<file path="src/rtl/scpl_pkg.sv">
// Shared types and constants for the sorted code point lookup block.
// No dependencies; imported by scpl_search, the top level and the checker.
package scpl_pkg;

	// Table geometry
	localparam int TABLE_DEPTH = 1024;
	localparam int ADDR_W      = $clog2(TABLE_DEPTH);
	localparam int BND_W       = ADDR_W + 1;

	// Field widths
	localparam int CNT_W   = 11;
	localparam int SLOT_W  = 10;
	localparam int KEY_W   = 16;
	localparam int GLYPH_W = 16;
	localparam int ENTRY_W = KEY_W + GLYPH_W;

	// Request function codes
	localparam logic FUNC_WRITE  = 1'b0;
	localparam logic FUNC_LOOKUP = 1'b1;

	typedef struct packed {
		logic               func;
		logic [SLOT_W-1:0]  slot;
		logic [KEY_W-1:0]   code_point;
		logic [GLYPH_W-1:0] glyph_value;
	} scpl_in_t;

	typedef struct packed {
		logic               found;
		logic [GLYPH_W-1:0] glyph_index;
	} scpl_out_t;

	// Table RAM access from the search sequencer
	typedef struct packed {
		logic               wr_en;
		logic               rd_en;
		logic [ADDR_W-1:0]  addr;
		logic [ENTRY_W-1:0] wdata;
	} scpl_mem_req_t;

endpackage

</file>
<file path="src/rtl/scpl_search.sv">
// Request sequencer: table writes and the binary search over the table RAM.
// Depends on scpl_pkg; drives one scpl_ram through a scpl_mem_req_t.
module scpl_search (
	input  logic                        clk,
	input  logic                        arst_n,
	input  logic                        in_valid,
	output logic                        in_ready,
	input  scpl_pkg::scpl_in_t          in_req,
	input  logic [scpl_pkg::CNT_W-1:0]  entry_count,
	input  logic                        out_free,
	output logic                        res_valid,
	output scpl_pkg::scpl_out_t         res,
	output scpl_pkg::scpl_mem_req_t     mem_req,
	input  logic [scpl_pkg::ENTRY_W-1:0] rd_data
);
	import scpl_pkg::*;

	localparam logic [1:0] S_IDLE  = 2'd0;
	localparam logic [1:0] S_LAST  = 2'd1;
	localparam logic [1:0] S_PROBE = 2'd2;
	localparam logic [1:0] S_DONE  = 2'd3;

	logic [1:0]         state_q;
	logic [KEY_W-1:0]   cp_q;
	logic [BND_W-1:0]   low_q;
	logic [BND_W-1:0]   hi1_q;
	logic [ADDR_W-1:0]  mid_q;
	logic               found_q;
	logic [GLYPH_W-1:0] glyph_q;

	logic               accept;
	logic               is_lookup;
	logic [BND_W-1:0]   cnt_sat;
	logic [KEY_W-1:0]   rd_key;
	logic [GLYPH_W-1:0] rd_glyph;
	logic               key_lt;
	logic               key_eq;
	logic [BND_W-1:0]   low_nx;
	logic [BND_W-1:0]   hi1_nx;
	logic [BND_W-1:0]   mid_sum;
	logic [ADDR_W-1:0]  mid_nx;
	logic               range_open;

	assign in_ready  = (state_q == S_IDLE);
	assign accept    = in_valid && in_ready;
	assign is_lookup = (in_req.func == FUNC_LOOKUP);
	assign rd_key    = rd_data[ENTRY_W-1:GLYPH_W];
	assign rd_glyph  = rd_data[GLYPH_W-1:0];
	assign key_lt    = (rd_key < cp_q);
	assign key_eq    = (rd_key == cp_q);

	// Count clipped to the table depth
	always_comb begin
		if (32'(entry_count) > TABLE_DEPTH) begin
			cnt_sat = BND_W'(TABLE_DEPTH);
		end else begin
			cnt_sat = BND_W'(entry_count);
		end
	end

	// Bound update after a probe; high bound kept exclusive (high + 1)
	always_comb begin
		low_nx = low_q;
		hi1_nx = hi1_q;
		if (state_q == S_PROBE) begin
			if (key_lt) begin
				low_nx = BND_W'(mid_q) + BND_W'(1);
			end else begin
				hi1_nx = BND_W'(mid_q);
			end
		end
		range_open = (low_nx < hi1_nx);
		mid_sum    = low_nx + hi1_nx - BND_W'(1);
		mid_nx     = mid_sum[BND_W-1:1];
	end

	// RAM request
	always_comb begin
		mem_req.wr_en = 1'b0;
		mem_req.rd_en = 1'b0;
		mem_req.addr  = mid_nx;
		mem_req.wdata = {in_req.code_point, in_req.glyph_value};
		case (state_q)
			S_IDLE: begin
				if (accept && !is_lookup) begin
					mem_req.wr_en = (32'(in_req.slot) < TABLE_DEPTH);
					mem_req.addr  = ADDR_W'(in_req.slot);
				end else if (accept) begin
					mem_req.rd_en = (cnt_sat != '0);
					mem_req.addr  = ADDR_W'(cnt_sat - BND_W'(1));
				end
			end
			S_LAST:  mem_req.rd_en = !key_lt;
			S_PROBE: mem_req.rd_en = !key_eq && range_open;
			default: ;
		endcase
	end

	// Result handed to the output register
	assign res_valid       = (state_q == S_DONE) && out_free;
	assign res.found       = found_q;
	assign res.glyph_index = glyph_q;

	// Sequencer state
	always_ff @(posedge clk or negedge arst_n) begin
		if (!arst_n) begin
			state_q <= S_IDLE;
		end else begin
			case (state_q)
				S_IDLE: begin
					if (accept && is_lookup) begin
						state_q <= (cnt_sat == '0) ? S_DONE : S_LAST;
					end
				end
				S_LAST: begin
					state_q <= key_lt ? S_DONE : S_PROBE;
				end
				S_PROBE: begin
					if (key_eq || !range_open) begin
						state_q <= S_DONE;
					end
				end
				S_DONE: begin
					if (out_free) begin
						state_q <= S_IDLE;
					end
				end
				default: state_q <= S_IDLE;
			endcase
		end
	end

	// Search datapath
	always_ff @(posedge clk) begin
		case (state_q)
			S_IDLE: begin
				cp_q    <= in_req.code_point;
				low_q   <= '0;
				hi1_q   <= cnt_sat;
				found_q <= 1'b0;
				glyph_q <= '0;
			end
			S_LAST: begin
				mid_q <= mid_nx;
			end
			S_PROBE: begin
				low_q <= low_nx;
				hi1_q <= hi1_nx;
				mid_q <= mid_nx;
				if (key_eq) begin
					found_q <= 1'b1;
					glyph_q <= rd_glyph;
				end
			end
			default: ;
		endcase
	end

endmodule

</file>
<file path="config.mk">
export PLATFORM = sky130hd
export DESIGN_NAME = scpl_search
export DESIGN_NICKNAME = d
export VERILOG_FILES = /design/src/rtl/scpl_pkg.sv /design/src/rtl/scpl_search.sv
export SDC_FILE = /design/constraint.sdc
export NUM_CORES = 1
export LEC_CHECK = 0
export ABC_AREA = 1
export ABC_CLOCK_PERIOD_IN_PS = 5100
export BUFFER_PORTS_ARGS = -buffer_cell sky130_fd_sc_hd__buf_4
export CAP_MARGIN = 20
export CORE_MARGIN = 2
export CORE_UTILIZATION = 40
export CTS_BUF_LIST = sky130_fd_sc_hd__clkbuf_8
export DETAILED_ROUTE_END_ITERATION = 16
export PLACE_DENSITY_LB_ADDON = 0.05
export SLEW_MARGIN = 5
export SYNTH_ARGS = -nofsm -noshare
export SYNTH_HDL_FRONTEND = slang
export SYNTH_SLANG_ARGS = --single-unit
</file>
<file path="constraint.sdc">
create_clock -name clk -period 5.1 [get_ports clk]
set_clock_uncertainty 0.2 [all_clocks]
set_input_delay 0.255 -clock clk [delete_from_list [all_inputs] [get_ports clk]]
set_output_delay 0.255 -clock clk [all_outputs]
set_load 0.05 [all_outputs]
</file>
==> flow_metrics.env <==
export IMPL_outcome="completed"
export IMPL_relSlewSlack_pct=51.1
export IMPL_synth_nets=780
export IMPL_routed_via_density=4.64
export IMPL_rsz0062_at_grt="no"
export IMPL_maxCapViolCount=0
export IMPL_drive_above_1_share_pct=24.6
export IMPL_cp_start_kind="register"
export IMPL_fp_dieW_um=118
export IMPL_synth_fa_ha_area_share_pct=11.2
export IMPL_core_region_area_sq_um=12700
export IMPL_synth_compound_area_share_pct=10.3
export IMPL_row_count=41
export IMPL_port_buffers=120
export IMPL_clock_sinks=67
export IMPL_die_area_sq_um=14000
export IMPL_cts_root_buf="clkbuf_8"
export IMPL_synthesis_area_sq_um=5220
export IMPL_finalMaxSlewViolations=0
export IMPL_cts_tree="yes"
export IMPL_hold_viol_final=0
export IMPL_dp_hpwl_mm=9.45
export IMPL_rrSetupSlack_ns=0.98
export IMPL_path_max_fanout=29
export IMPL_cp_cell_sequence="inv_1 > ha_1 > a21oi_1 > nand2_1 > a21oi_4 > nand2_4 > o21ai_0 > nand2_1 > o21a_1 > ha_1 > ha_1 > fa_1 > a21oi_1 > nand2_4 > nand2_4 > o21ai_2 > or2_1 > nand3_1 > nand2_1 > buf_4"
export IMPL_synthToLayoutAreaGrowth_pct=26.8
export IMPL_critPathKind="reg -> out"
export IMPL_worstPathRequired_ns=4.64
export IMPL_dr_first_iter_drc_count=270
export IMPL_antenna_found_initial=1
export IMPL_period_minus_slack_ns=4.71
export IMPL_grt_pass1_vias=4195
export IMPL_drt_wl_total_mm=12.7
export IMPL_ys_warn_count=0
export IMPL_die_h_um=118
export IMPL_worst_setup_path_end_kind="output port"
export IMPL_cp_top_family="adder cells"
export IMPL_final_common_cell="nand2_1"
export IMPL_clk_path_buf_depth=2
export IMPL_antenna_cells=0
export IMPL_crit_slowest_cell="fa_1"
export IMPL_vias=4382
export IMPL_holdCritPathClass="in -> async"
export IMPL_fin_crit_sh_pct=92.4
export IMPL_numCtsBuffers=9
export IMPL_avgSynthCellArea_sq_um=8.10
export IMPL_grt_pass1_wl_mm=20.5
export IMPL_muxShareOfSynthArea_pct=0
export IMPL_synth_distinct_cells=43
export IMPL_cp_buffers_inverters=2
export IMPL_layout_common_cells="163 x nand2_1, 124 x buf_4, 110 x inv_1, 65 x edfxtp_1, 44 x ha_1"
export IMPL_post_cts_buffers=0
export IMPL_setup_violations=0
export IMPL_synthXorXnorAreaFrac_pct=1.82
export IMPL_track_usage_pct=18.5
export IMPL_synthCells=644
export IMPL_synth_top_family_by_area="simple AND/OR/NAND/NOR gates"
export IMPL_yosysSeqAreaShare_pct=38.4
export IMPL_io_pins=153
export IMPL_ys_ff_latch=67
export IMPL_clk_pin_slew_worst_paths_ns=0.08
export IMPL_drt_pass1_iterations=5
export IMPL_worstSkewPairLatency_ns=0.35
export IMPL_h_tree_depth=3
export IMPL_slowest_delay_ns=0.40
export IMPL_antenna_left=0
export IMPL_fin_nets=903
export IMPL_initial_core_util_pct=41.2
export IMPL_grt_max_degree=47
export IMPL_arrival_ns=4.26
export IMPL_gp_congestion=0.819
export IMPL_yosys_area_share_simple_pct=24.1
export IMPL_worstMarginPinSlew_ns=0.734
export IMPL_grt_ovfl_total=0
export IMPL_wire_per_inst_um=13.4
export IMPL_setup_tns_ns=0
export IMPL_fmax_mhz=212
export IMPL_drc=0
-- metrics by stage --
step | cell area (sq um) | std cells | utilization, % | hold slack, ns | worst slack, ns
6_report | 6610 | 944 | 52.2 | 0.0447 | 0.387
5_1_grt | 6610 | 944 | 52.2 | 0.0405 | 0.00874
4_1_cts | 6610 | 944 | 52.2 | 0.0204 | 0.337
3_5_place_dp | 6060 | 895 | 47.8 | -0.159 | 0.703
3_3_place_gp | 6060 | 895 | 47.8 | -0.162 | 0.778
2_1_floorplan | 5220 | 644 | - | -0.241 | 0.689
-- sequential cells by signal, summed over array words and instances (netlist names) --
register	count
state_q	2
found_q	1
low_q	11
hi1_q	11
glyph_q	16
mid_q	10
cp_q	16
-- worst reg2reg max path: cells and delay by family, from the launching register on --
kind | cells | cell delay [ns]
fa+ha+maj | 4 | 1.16
compound gates | 6 | 1.15
simple gates | 7 | 0.96
flops | 1 | 0.36
buf+inv | 1 | 0.06
-- layout make-up --
class | instances | area [sq um]
clock buffer | 9 | 124
clock inverter | 7 | 97.6
tap | 172 | 215
sequential | 67 | 2000
timing repair buffer | 157 | 1260
multi-input combinational | 415 | 2470
fill | 1217 | 6060
inverter | 117 | 442
-- cells in the mapped netlist, drive strengths merged --
library cell	count	area [sq um]
clkbuf	7	26.3
nand3	37	228
nor3	2	10.0
o211ai	3	22.5
a31oi	6	43.8
nand4	7	43.8
fa	1	20.0
ha	45	563
nand2	178	751
xor2	9	86.3
o21bai	2	15.0
xnor2	1	8.76
dfrtp	2	50.1
a21o	3	22.5
a211oi	2	15.0
a21boi	1	7.51
buf	38	278
o21ai	33	188
and2	1	6.26
a22oi	2	15.0
edfxtp	65	1950
o21a	6	45.0
or2	6	37.5
a21oi	30	161
inv	116	435
nand3b	1	7.51
nor2	39	171
clkinv	1	5.00
-- cell families (layout without fill, tap and decap cells) --
group	after synthesis	in the layout
buf+inv	162	290
simple gates	271	271
compound gates	88	88
xor+xnor	10	10
fa+ha+maj	46	46
flops	67	67
-- per-layer routing --
layer | part of all wire [%] | vias to the layer above | track usage (%)
met5 | 0.10 | - | 0
met4 | 1.4 | 2 | 6.48
met3 | 5.2 | 19 | 3.67
met2 | 45 | 144 | 30.2
met1 | 48 | 1927 | 24.4
li1 | - | 2290 | -
-- path summary, 6_finish.rpt --
kind                                startpoint                endpoint  depth (start not counted)
min in group clk                entry_count[1]      hi1_q[1]$_DFFE_PP_                          3
max                         cp_q[11]$_DFFE_PP_             mem_req[38]                         20
max in group asynchronous               arst_n  state_q[0]$_DFFE_PN0P_                          2
min                                     arst_n  state_q[1]$_DFFE_PN0P_                          2
max reg2reg                 cp_q[11]$_DFFE_PP_      mid_q[6]$_DFFE_PP_                         18
min reg2reg                hi1_q[10]$_DFFE_PP_     hi1_q[10]$_DFFE_PP_                          2
-- what timing repair did --
item	CTS	global route
hold buffers	33	0
gates resized for setup	0	2
endpoints found under the setup margin	0	1
endpoints found under the hold margin	34	0
Power is left out: the tool's default activity adds up to more than one toggle a clock period on the data nets, which glitch-free logic cannot reach.
